==> config.mk <==
export PLATFORM = sky130hd
export DESIGN_NAME = bcsd_ctrl
export DESIGN_NICKNAME = d
export VERILOG_FILES = /design/src/rtl/bcsd_pkg.sv /design/src/rtl/bcsd_ctrl.sv
export SDC_FILE = /design/constraint.sdc
export NUM_CORES = 1
export LEC_CHECK = 0
export ABC_AREA = 1
export BUFFER_PORTS_ARGS = -buffer_cell sky130_fd_sc_hd__buf_2
export CAP_MARGIN = 20
export CORE_AREA = 3 3 40 42
export CTS_CLUSTER_SIZE = 24
export DETAILED_ROUTE_END_ITERATION = 8
export DIE_AREA = 0 0 43 45
export GPL_ROUTABILITY_DRIVEN = 0
export GPL_TIMING_DRIVEN = 0
export PLACE_DENSITY = 0.75
export RECOVER_POWER = 50
export SLEW_MARGIN = 10
export SYNTH_ARGS = -nofsm -noshare
export SYNTH_HDL_FRONTEND = slang
export SYNTH_SLANG_ARGS = --single-unit
==> constraint.sdc <==
create_clock -name clock -period 2.05 [get_ports clock]
set_clock_uncertainty 0.15 [all_clocks]
set_input_delay 0.205 -clock clock [delete_from_list [all_inputs] [get_ports clock]]
set_output_delay 0.205 -clock clock [all_outputs]
set_load 0.02 [all_outputs]
==> src/rtl/bcsd_pkg.sv <==
`default_nettype none
package bcsd_pkg;

   typedef enum logic [1:0] {
      OP_FRAME    = 2'd0,
      OP_REGISTER = 2'd1,
      OP_STEP     = 2'd2,
      OP_NONE     = 2'd3
   } op_type;

   typedef enum logic [1:0] {
      KIND_PRESS   = 2'd0,
      KIND_RELEASE = 2'd1,
      KIND_HELD    = 2'd2,
      KIND_SEQ     = 2'd3
   } kind_type;

   typedef enum logic [2:0] {
      RES_MATCH      = 3'd0,
      RES_SUMMARY    = 3'd1,
      RES_REGISTERED = 3'd2,
      RES_FULL       = 3'd3,
      RES_STEP       = 3'd4
   } result_type;

   typedef enum logic [1:0] {
      SEL_MATCH    = 2'd0,
      SEL_SUMMARY  = 2'd1,
      SEL_REGISTER = 2'd2,
      SEL_STEP     = 2'd3
   } out_sel_type;

   localparam int REQ_DATA_W = 80;
   localparam int RSP_DATA_W = 64;

   typedef struct packed {
      logic        clear_step;
      logic        capture;
      logic        frame_update;
      logic        do_register;
      logic        step_write;
      logic        table_read;
      logic        next_slot;
      logic        seq_init;
      logic        seq_read;
      logic        seq_advance;
      logic        seq_hit;
      logic        load_out;
      out_sel_type out_sel;
      logic        out_last;
   } dp_cmd_type;

   typedef struct packed {
      op_type op;
      logic   clear_done;
      logic   slot_end;
      logic   simple_hit;
      logic   is_seq;
      logic   seq_ok;
      logic   window_done;
      logic   step_match;
      logic   len_one;
      logic   out_last;
   } dp_status_type;

endpackage
`default_nettype wire

==> src/rtl/bcsd_ctrl.sv <==
`default_nettype none
module bcsd_ctrl (
   input  wire logic                    clock,
   input  wire logic                    reset,
   input  wire bcsd_pkg::dp_status_type status,
   output bcsd_pkg::dp_cmd_type         cmd,
   input  wire logic                    req_tvalid,
   output logic                         req_tready,
   output logic                         rsp_tvalid,
   input  wire logic                    rsp_tready
);

   typedef enum logic [3:0] {
      S_CLEAR,
      S_IDLE,
      S_DECODE,
      S_CMD_RD,
      S_CMD_EV,
      S_SEQ_RD,
      S_SEQ_CMP,
      S_WAIT
   } state_type;

   state_type state_ff, state_in;

   always_comb begin
      state_in = state_ff;
      cmd      = '0;
      unique case (state_ff)
         S_CLEAR: begin
            cmd.clear_step = 1'b1;
            if (status.clear_done) state_in = S_IDLE;
         end
         S_IDLE: begin
            if (req_tvalid) begin
               cmd.capture = 1'b1;
               state_in    = S_DECODE;
            end
         end
         S_DECODE: begin
            unique case (status.op)
               bcsd_pkg::OP_FRAME: begin
                  cmd.frame_update = 1'b1;
                  state_in         = S_CMD_RD;
               end
               bcsd_pkg::OP_REGISTER: begin
                  cmd.do_register = 1'b1;
                  cmd.load_out    = 1'b1;
                  cmd.out_sel     = bcsd_pkg::SEL_REGISTER;
                  cmd.out_last    = 1'b1;
                  state_in        = S_WAIT;
               end
               bcsd_pkg::OP_STEP: begin
                  cmd.step_write = 1'b1;
                  cmd.load_out   = 1'b1;
                  cmd.out_sel    = bcsd_pkg::SEL_STEP;
                  cmd.out_last   = 1'b1;
                  state_in       = S_WAIT;
               end
               default: state_in = S_IDLE;
            endcase
         end
         S_CMD_RD: begin
            if (status.slot_end) begin
               cmd.load_out = 1'b1;
               cmd.out_sel  = bcsd_pkg::SEL_SUMMARY;
               cmd.out_last = 1'b1;
               state_in     = S_WAIT;
            end else begin
               cmd.table_read = 1'b1;
               state_in       = S_CMD_EV;
            end
         end
         S_CMD_EV: begin
            priority if (status.simple_hit) begin
               cmd.load_out = 1'b1;
               cmd.out_sel  = bcsd_pkg::SEL_MATCH;
               state_in     = S_WAIT;
            end else if (status.is_seq && status.seq_ok) begin
               cmd.seq_init = 1'b1;
               state_in     = S_SEQ_RD;
            end else begin
               cmd.next_slot = 1'b1;
               state_in      = S_CMD_RD;
            end
         end
         S_SEQ_RD: begin
            if (status.window_done) begin
               cmd.next_slot = 1'b1;
               state_in      = S_CMD_RD;
            end else begin
               cmd.seq_read = 1'b1;
               state_in     = S_SEQ_CMP;
            end
         end
         S_SEQ_CMP: begin
            state_in = S_SEQ_RD;
            if (status.step_match) begin
               if (status.len_one) begin
                  cmd.seq_hit  = 1'b1;
                  cmd.load_out = 1'b1;
                  cmd.out_sel  = bcsd_pkg::SEL_MATCH;
                  state_in     = S_WAIT;
               end else begin
                  cmd.seq_advance = 1'b1;
               end
            end
         end
         S_WAIT: begin
            if (rsp_tready) begin
               if (status.out_last) begin
                  state_in = S_IDLE;
               end else begin
                  cmd.next_slot = 1'b1;
                  state_in      = S_CMD_RD;
               end
            end
         end
         default: state_in = S_IDLE;
      endcase
   end

   always_ff @(posedge clock) begin
      if (reset) begin
         state_ff <= S_CLEAR;
      end else begin
         state_ff <= state_in;
      end
   end

   assign req_tready = (state_ff == S_IDLE);
   assign rsp_tvalid = (state_ff == S_WAIT);

endmodule
`default_nettype wire

==> results of run 1 <==
routing by layer:
metal / wire length (µm) / vias up
met5: 0 / -
met4: 0 / 0
met3: 121 / 0
met2: 506 / 28
met1: 547 / 251
li1: - / 334
how the worst min path moves through the flow:
stage	slack, ns	cells after the start	start	endpoint
after floorplan	0.12	1	reset	state_ff[1]
after global placement	0.24	2	reset	state_ff[1]
after detailed placement	0.25	2	reset	state_ff[1]
after CTS	0.004	2	reset	state_ff[1]
after global routing	0.003	2	reset	state_ff[1]
final	0.01	2	reset	state_ff[1]
synthesized netlist by cell type:
cell type | instances | area, µm²
sky130_fd_sc_hd__a21oi_1 | 1 | 5.00
sky130_fd_sc_hd__a21oi_2 | 1 | 8.76
sky130_fd_sc_hd__buf_4 | 1 | 7.51
sky130_fd_sc_hd__buf_6 | 1 | 11.3
sky130_fd_sc_hd__dfxtp_1 | 3 | 60.1
sky130_fd_sc_hd__ha_1 | 4 | 50.1
sky130_fd_sc_hd__inv_1 | 18 | 67.6
sky130_fd_sc_hd__inv_2 | 3 | 11.3
sky130_fd_sc_hd__inv_4 | 1 | 6.26
sky130_fd_sc_hd__nand2_1 | 14 | 52.6
sky130_fd_sc_hd__nand2_2 | 1 | 6.26
sky130_fd_sc_hd__nand2_4 | 1 | 11.3
sky130_fd_sc_hd__nand3_1 | 5 | 25.0
sky130_fd_sc_hd__nand3_2 | 1 | 10.0
sky130_fd_sc_hd__nand4_1 | 4 | 25.0
sky130_fd_sc_hd__nor2_1 | 15 | 56.3
sky130_fd_sc_hd__nor2_2 | 1 | 6.26
sky130_fd_sc_hd__nor2_4 | 1 | 11.3
sky130_fd_sc_hd__nor2_8 | 1 | 20.0
sky130_fd_sc_hd__nor3_1 | 1 | 5.00
sky130_fd_sc_hd__nor3_2 | 1 | 10.0
sky130_fd_sc_hd__nor3b_1 | 1 | 7.51
sky130_fd_sc_hd__o2111ai_1 | 1 | 8.76
sky130_fd_sc_hd__o211ai_1 | 1 | 7.51
sky130_fd_sc_hd__o21ai_0 | 1 | 5.00
sky130_fd_sc_hd__o21ai_1 | 1 | 5.00
sky130_fd_sc_hd__o21ai_2 | 1 | 8.76
power groups by stage:
stage | sequential [µW] | clock, µW | combinational, µW
6_report | 87.0 | 102 | 369
5_1_grt | 87.8 | 113 | 410
4_1_cts | 87.6 | 106 | 385
3_5_place_dp | 88.6 | 0 | 383
3_3_place_gp | 87.9 | 0 | 380
2_1_floorplan | 86.0 | 0 | 292
cells by family after synthesis:
family | after synthesis | share of synthesized area (%)
flops | 3 | 11.8
compound gates | 7 | 9.58
simple gates | 47 | 48.4
fa+ha+maj | 4 | 9.83
buf+inv | 24 | 20.4
worst register-to-register path, cell delays in order, from the launching register on:
cell,delay (ns)
sky130_fd_sc_hd__dfxtp_1,0.35
sky130_fd_sc_hd__inv_1,0.25
sky130_fd_sc_hd__nand3_1,0.19
sky130_fd_sc_hd__o21ai_2,0.18
sky130_fd_sc_hd__nor2_2,0.05
sky130_fd_sc_hd__a21oi_1,0.13
sky130_fd_sc_hd__nor2_1,0.05
cell type report:
cell class,count,area [µm²],area share [%]
buffer,2,18.8,2.68
clock buffer,4,26.3,3.76
inverter,22,85.1,12.2
multi-input combinational,58,342,48.8
sequential,3,60.1,8.59
tap,15,18.8,2.68
timing repair buffer,31,149,21.3
through the flow:
stage	instance area, µm²	worst slack [ns]	utilization (%)
after floorplan	509	0.491	-
after global placement	683	0.558	53.2
after detailed placement	683	0.554	53.2
after CTS	709	0.303	55.2
after global routing	699	0.121	54.4
final	699	0.231	54.4
==> metrics.txt, run 1 <==
# TYPE chip_impl_metric gauge
chip_impl_info{name="status",value="finished, final reports clean"} 1
chip_impl_metric{name="avgSynthCellArea",unit="µm²"} 5.99
chip_impl_metric{name="post_synth_instance_area",unit="µm²"} 509
chip_impl_metric{name="antenna_cells",unit=""} 0
chip_impl_metric{name="synth.net_count",unit=""} 104
chip_impl_metric{name="final-max-slew-violation-count",unit=""} 0
chip_impl_metric{name="critPathMaxStageDelay",unit="ns"} 0.41
chip_impl_metric{name="die_h",unit="µm"} 45
chip_impl_info{name="mostFrequentLayoutCell",value="sky130_fd_sc_hd__buf_2"} 1
chip_impl_metric{name="layout_min_cycle_time",unit="ns"} 1.82
chip_impl_metric{name="share_seq_of_total_power",unit="%"} 15.6
chip_impl_metric{name="grt_remaining_overflow",unit=""} 0
chip_impl_metric{name="power.switching_fraction",unit="%"} 51.0
chip_impl_info{name="worstSetupEndpoint",value="cmd[3]"} 1
chip_impl_metric{name="detailedRoute.firstIterationViolations",unit=""} 6
chip_impl_metric{name="grt.met2_usage",unit="%"} 20.4
chip_impl_info{name="cts_tree",value="done"} 1
chip_impl_metric{name="layout_overhead_on_the_synthesized_area",unit="%"} 37.3
chip_impl_metric{name="gr-usage-met1",unit="%"} 16.8
chip_impl_info{name="grt_setup_unrepaired",value="false"} 1
chip_impl_info{name="biggestRegsByFlops",value="state_ff: 3 flops"} 1
chip_impl_metric{name="cts.sinks",unit=""} 3
chip_impl_metric{name="synthesis_warning_total",unit=""} 0
chip_impl_metric{name="cts_resized",unit=""} 0
chip_impl_metric{name="ir_worst_vdd",unit="mV"} 0.653
chip_impl_metric{name="power.static_leakage",unit="µW"} 0.000449
chip_impl_info{name="worst_setup_path_startpoint",value="state_ff[1]"} 1
chip_impl_info{name="min-delay-path-class",value="input port to flop"} 1
chip_impl_metric{name="final-hold-violation-count",unit=""} 0
chip_impl_metric{name="via_count",unit=""} 613
chip_impl_metric{name="cp.required",unit="ns"} 1.69
chip_impl_metric{name="crit_fanout",unit=""} 6
chip_impl_metric{name="post_synth_inst_count",unit=""} 85
chip_impl_metric{name="fin_crit_sh",unit="%"} 88.7
chip_impl_metric{name="routed_wirelength",unit="µm"} 1180
chip_impl_metric{name="cellInternalPower",unit="µW"} 274
chip_impl_metric{name="pwr-share-comb",unit="%"} 66.1
chip_impl_info{name="critical-path-slowest-cell",value="sky130_fd_sc_hd__dfxtp_1"} 1
chip_impl_metric{name="p_total",unit="µW"} 559
chip_impl_metric{name="placementRows",unit=""} 13
chip_impl_metric{name="start_util",unit="%"} 39.6
chip_impl_metric{name="via_to_cell_ratio",unit=""} 4.54
chip_impl_metric{name="met3_track_utilization_from_global_routing",unit="%"} 5.18
chip_impl_info{name="worst-setup-path-type",value="flop to output pin"} 1
chip_impl_metric{name="synth.distinct_cells",unit=""} 27
chip_impl_metric{name="nets",unit=""} 140
chip_impl_metric{name="layout-drive-gt1-share",unit="%"} 35.0
chip_impl_metric{name="pwr_density_cell",unit="mW/mm²"} 799
chip_impl_metric{name="non_filler_instance_count_after_layout",unit=""} 135
chip_impl_metric{name="die_width",unit="µm"} 43
chip_impl_metric{name="drt_pre_antenna_iters",unit=""} 4
chip_impl_metric{name="fmax",unit="GHz"} 0.550
chip_impl_metric{name="worstPathBufferInverterCount",unit=""} 3
chip_impl_metric{name="clock_path_buffers",unit=""} 2
chip_impl_metric{name="synth_sequential_area_ratio",unit="%"} 11.8
chip_impl_info{name="critPathCaptureType",value="output pin"} 1
chip_impl_metric{name="clock_power_share",unit="%"} 18.3
chip_impl_metric{name="route.detailed.wl_per_inst",unit="µm"} 8.70
chip_impl_metric{name="filler_cell_count",unit=""} 132
chip_impl_metric{name="dpl.hpwl",unit="µm"} 1000
chip_impl_metric{name="worst_skew_pair.late_latency",unit="ns"} 0.23
chip_impl_metric{name="total_die_area",unit="mm²"} 0.00194
chip_impl_metric{name="largest_register_ffs",unit=""} 3
chip_impl_metric{name="post-cts-setup-buffer-count",unit=""} 0
chip_impl_metric{name="numCtsBuffers",unit=""} 3
chip_impl_metric{name="timing.reg2reg.worst_path_depth",unit=""} 6
chip_impl_metric{name="drtAntennaViolNets",unit=""} 0
chip_impl_info{name="most-common-layout-cells",value="sky130_fd_sc_hd__buf_2, sky130_fd_sc_hd__inv_1, sky130_fd_sc_hd__nor2_1"} 1
chip_impl_metric{name="synth.ff_latch_count",unit=""} 3
chip_impl_info{name="global_route.peak_usage_layer",value="met2"} 1
chip_impl_metric{name="critical_path_arrival",unit="ns"} 1.46
chip_impl_metric{name="first_global_vias",unit=""} 502
chip_impl_info{name="worst_r2r_startpoint",value="state_ff[1]"} 1
chip_impl_info{name="critical_path.cell_chain",value="inv_1 -> nor2_8 -> nand2_4 -> nor2_4 -> inv_2 -> o2111ai_1 -> buf_2"} 1
chip_impl_info{name="critPathTopFamily",value="buffers and inverters"} 1
chip_impl_metric{name="fp.coreArea",unit="mm²"} 0.00128
chip_impl_info{name="setup.worst_path.start_class",value="flop"} 1
chip_impl_metric{name="cap_violations",unit=""} 0
chip_impl_info{name="regMostFlops",value="state_ff"} 1
chip_impl_info{name="ctsRootBufferMaster",value="sky130_fd_sc_hd__clkbuf_4"} 1
chip_impl_metric{name="tns_setup",unit="ns"} 0
chip_impl_metric{name="largest_net_degree_at_the_start_of_global_routing",unit=""} 11
chip_impl_metric{name="worst_setup_hold_path_clk_slew",unit="ns"} 0.03
chip_impl_metric{name="h-tree-depth",unit=""} 1
chip_impl_info{name="crit-reg2reg-capture",value="state_ff[0]"} 1
chip_impl_metric{name="remaining_drc_errors",unit=""} 0
chip_impl_metric{name="ff2ff_setup_slack",unit="ns"} 0.61
chip_impl_metric{name="relSlewSlack",unit="%"} 81.1
chip_impl_metric{name="io-pin-count",unit=""} 32
chip_impl_metric{name="grt_usage",unit="%"} 12.8
chip_impl_metric{name="hold-worst-slack",unit="ns"} 0.0116
chip_impl_metric{name="grt_first_pass_wirelength",unit="µm"} 1930
chip_impl_metric{name="power_switching",unit="µW"} 285
chip_impl_metric{name="placed_cells",unit=""} 131
chip_impl_metric{name="setup_viol_count_final",unit=""} 0
chip_impl_metric{name="io_buffers",unit=""} 31
chip_impl_metric{name="transition_time_at_the_pin_with_the_least_slew_margin",unit="ns"} 0.284
chip_impl_metric{name="cts_hold_repair.buffers",unit=""} 0
chip_impl_metric{name="cp_num_cells",unit=""} 7
chip_impl_metric{name="antenna_found_initial",unit=""} 0
(Power assumes the default switching activity.)
==> run 2, diff against run 1 <==
--- a/config.mk
+++ b/config.mk
@@ -5,7 +5,7 @@
 export SDC_FILE = /design/constraint.sdc
 export NUM_CORES = 1
 export LEC_CHECK = 0
-export ABC_AREA = 1
+export ABC_AREA = 0
 export BUFFER_PORTS_ARGS = -buffer_cell sky130_fd_sc_hd__buf_2
 export CAP_MARGIN = 20
 export CORE_AREA = 3 3 40 42
==> metrics.txt, run 2 <==
# TYPE chip_impl_metric gauge
chip_impl_info{name="status",value="finished, final reports clean"} 1
chip_impl_metric{name="largest_register_ffs",unit=""} 3
chip_impl_metric{name="layout_overhead_on_the_synthesized_area",unit="%"} 39.6
chip_impl_metric{name="final-hold-violation-count",unit=""} 0
chip_impl_info{name="synth.top_cells.by_area",value="sky130_fd_sc_hd__dfxtp_1, sky130_fd_sc_hd__ha_1, sky130_fd_sc_hd__nand2b_1"} 1
chip_impl_metric{name="cts_resized",unit=""} 0
chip_impl_metric{name="async_flop_share",unit="%"} 0
chip_impl_metric{name="cp.required",unit="ns"} 1.69
chip_impl_metric{name="synth_mux_area_share",unit="%"} 0
chip_impl_metric{name="placed_cells",unit=""} 114
chip_impl_metric{name="total_die_area",unit="mm²"} 0.00194
chip_impl_info{name="min-delay-path-class",value="input port to flop"} 1
chip_impl_metric{name="routed_wirelength",unit="µm"} 1420
chip_impl_metric{name="synth_fa_ha_area_share",unit="%"} 9.83
chip_impl_metric{name="ir_worst_vdd",unit="mV"} 0.259
chip_impl_metric{name="grt_remaining_overflow",unit=""} 0
chip_impl_info{name="cts_tree",value="done"} 1
chip_impl_metric{name="drt_pre_antenna_iters",unit=""} 4
chip_impl_metric{name="via_count",unit=""} 612
chip_impl_metric{name="p_total",unit="µW"} 268
chip_impl_metric{name="nets",unit=""} 124
chip_impl_metric{name="synth.net_count",unit=""} 87
chip_impl_metric{name="tns_setup",unit="ns"} 0
chip_impl_metric{name="timing.final.ws_setup",unit="ns"} 0.154
chip_impl_metric{name="crit_fanout",unit=""} 10
chip_impl_info{name="biggestRegsByFlops",value="state_ff: 3 flops"} 1
chip_impl_metric{name="simple_gate_area_share_of_the_yosys_netlist",unit="%"} 43.2
chip_impl_metric{name="synth.ff_latch_count",unit=""} 3
chip_impl_metric{name="non_filler_instance_count_after_layout",unit=""} 119
chip_impl_metric{name="clock_path_buffers",unit=""} 2
chip_impl_info{name="crit-reg2reg-capture",value="state_ff[1]"} 1
chip_impl_metric{name="synth.top_cell.area_share",unit="%"} 11.8
chip_impl_metric{name="via_to_cell_ratio",unit=""} 5.14
chip_impl_metric{name="transition_time_at_the_pin_with_the_least_slew_margin",unit="ns"} 0.381
chip_impl_metric{name="antenna_cells",unit=""} 0
chip_impl_metric{name="placementRows",unit=""} 13
chip_impl_metric{name="numCtsBuffers",unit=""} 3
chip_impl_metric{name="post-cts-setup-buffer-count",unit=""} 0
chip_impl_info{name="largest_family_of_logic_cells_by_synthesized_area",value="simple AND/OR/NAND/NOR gates"} 1
chip_impl_metric{name="fp.coreArea",unit="mm²"} 0.00128
chip_impl_metric{name="cap_violations",unit=""} 0
chip_impl_metric{name="largest_net_degree_at_the_start_of_global_routing",unit=""} 11
chip_impl_metric{name="post_synthesis_share_of_cell_area_spent_on_xor_and_xnor_gates",unit="%"} 0
chip_impl_metric{name="synth-compound-area-share",unit="%"} 26.5
chip_impl_info{name="regMostFlops",value="state_ff"} 1
chip_impl_metric{name="pwr_density_cell",unit="mW/mm²"} 377
chip_impl_metric{name="die_width",unit="µm"} 43
chip_impl_info{name="critPathCaptureType",value="output pin"} 1
chip_impl_info{name="grt_setup_unrepaired",value="false"} 1
chip_impl_metric{name="drtAntennaViolNets",unit=""} 0
chip_impl_metric{name="cts_hold_repair.buffers",unit=""} 0
chip_impl_metric{name="final-max-slew-violation-count",unit=""} 0
chip_impl_metric{name="timing.reg2reg.worst_path_depth",unit=""} 4
chip_impl_metric{name="setup_viol_count_final",unit=""} 0
chip_impl_metric{name="relSlewSlack",unit="%"} 74.4
chip_impl_info{name="setup.worst_path.start_class",value="flop"} 1
chip_impl_metric{name="start_util",unit="%"} 39.6
chip_impl_metric{name="critical_path_arrival",unit="ns"} 1.54
chip_impl_metric{name="antenna_found_initial",unit=""} 0
chip_impl_metric{name="synth_sequential_area_ratio",unit="%"} 11.8
chip_impl_info{name="synth_top_area_cell",value="sky130_fd_sc_hd__dfxtp_1"} 1
chip_impl_metric{name="layout_min_cycle_time",unit="ns"} 1.90
chip_impl_metric{name="synth.distinct_cells",unit=""} 33
chip_impl_info{name="ctsRootBufferMaster",value="sky130_fd_sc_hd__clkbuf_4"} 1
chip_impl_metric{name="layout-drive-gt1-share",unit="%"} 35.6
chip_impl_metric{name="dpl.hpwl",unit="µm"} 1100
chip_impl_metric{name="remaining_drc_errors",unit=""} 0
chip_impl_metric{name="route.detailed.wl_per_inst",unit="µm"} 12.0
chip_impl_metric{name="grt_usage",unit="%"} 15.7
chip_impl_metric{name="worst_skew_pair.late_latency",unit="ns"} 0.24
chip_impl_metric{name="first_global_vias",unit=""} 563
chip_impl_metric{name="detailedRoute.firstIterationViolations",unit=""} 22
chip_impl_info{name="worst_setup_path_startpoint",value="state_ff[0]"} 1
chip_impl_metric{name="fmax",unit="GHz"} 0.528
chip_impl_metric{name="cts.sinks",unit=""} 3
chip_impl_metric{name="dp_slack",unit="ns"} 0.399
chip_impl_metric{name="io-pin-count",unit=""} 32
chip_impl_metric{name="synthesis_warning_total",unit=""} 0
chip_impl_metric{name="ff2ff_setup_slack",unit="ns"} 0.64
chip_impl_info{name="worst_r2r_startpoint",value="state_ff[2]"} 1
chip_impl_metric{name="h-tree-depth",unit=""} 1
chip_impl_metric{name="post_synth_instance_area",unit="µm²"} 509
chip_impl_metric{name="fin_crit_sh",unit="%"} 92.5
chip_impl_metric{name="synth-edff-count",unit=""} 0
chip_impl_metric{name="hold_path_depth",unit=""} 3
chip_impl_info{name="synthTopCellsByCount",value="sky130_fd_sc_hd__nand2_1, sky130_fd_sc_hd__nand2b_1, sky130_fd_sc_hd__nor2b_1, sky130_fd_sc_hd__nor3_1"} 1
chip_impl_metric{name="worst_setup_hold_path_clk_slew",unit="ns"} 0.04
chip_impl_info{name="worst-setup-path-type",value="flop to output pin"} 1
chip_impl_info{name="mostFrequentLayoutCell",value="sky130_fd_sc_hd__buf_2"} 1
chip_impl_metric{name="power.static_leakage",unit="µW"} 0.000362
chip_impl_metric{name="avgSynthCellArea",unit="µm²"} 7.49
chip_impl_info{name="most-common-layout-cells",value="sky130_fd_sc_hd__buf_2, sky130_fd_sc_hd__clkbuf_1"} 1
chip_impl_info{name="ys_dominant_reg_cell",value="sky130_fd_sc_hd__dfxtp_1"} 1
chip_impl_metric{name="post_synth_inst_count",unit=""} 68
chip_impl_metric{name="die_h",unit="µm"} 45
chip_impl_metric{name="io_buffers",unit=""} 31
chip_impl_info{name="worstSetupEndpoint",value="cmd[3]"} 1
chip_impl_metric{name="grt_first_pass_wirelength",unit="µm"} 2300
run 2: per-layer routing:
metal / wire length, µm / global-route usage (%) / vias up
met3: 118 / 5.18 / 2
met1: 618 / 18.9 / 262
met5: 0 / 0 / -
li1: - / - / 317
met2: 671 / 25.4 / 31
met4: 16 / 7.23 / 0
run 2: cell type report:
type | count | area, µm²
sequential | 3 | 60.1
fill | 136 | 574
inverter | 2 | 7.51
buffer | 5 | 36.3
timing repair buffer | 32 | 156
tap | 15 | 18.8
multi-input combinational | 58 | 405
clock buffer | 4 | 26.3
run 2: how the worst min path moves through the flow:
| stage | end | startpoint | slack [ns] |
|---|---|---|---|
| 4_1_cts | state_ff[1] | reset | 0.008 |
| 3_5_place_dp | state_ff[1] | reset | 0.26 |
| 6_report | state_ff[0] | status[8] | 0.09 |
| 2_1_floorplan | state_ff[1] | reset | 0.12 |
| 5_1_grt | state_ff[0] | status[8] | 0.13 |
| 3_3_place_gp | state_ff[1] | reset | 0.26 |
run 2: critical path, cell delays in order (launching register included):
cell and delay, ns:
sky130_fd_sc_hd__dfxtp_1 0.31, sky130_fd_sc_hd__buf_4 0.16, sky130_fd_sc_hd__and4b_1 0.21, sky130_fd_sc_hd__and2_4 0.16
sky130_fd_sc_hd__a311o_1 0.31, sky130_fd_sc_hd__buf_2 0.16
run 2: cell families after synthesis:
group,count (synthesis)
compound gates,17
fa+ha+maj,4
buf+inv,7
flops,3
simple gates,37
run 2: metrics by stage:
stage / util (%) / cell area (µm²) / hold slack, ns
2_1_floorplan: - / 509 / 0.123
3_3_place_gp: 53.2 / 683 / 0.263
3_5_place_dp: 53.2 / 683 / 0.260
4_1_cts: 55.2 / 709 / 0.00784
5_1_grt: 55.3 / 711 / 0.134
6_report: 55.3 / 711 / 0.0892
run 2: power breakdown:
| part | leakage (µW) | total [µW] | internal, µW | switching [µW] |
|---|---|---|---|---|
| logic | 0.000322 | 93.3 | 40.5 | 52.8 |
| registers | 0.0000245 | 63.7 | 61.4 | 2.31 |
| clock network | 0.0000150 | 111 | 73.4 | 37.5 |
| total | 0.000362 | 268 | 175 | 92.5 |
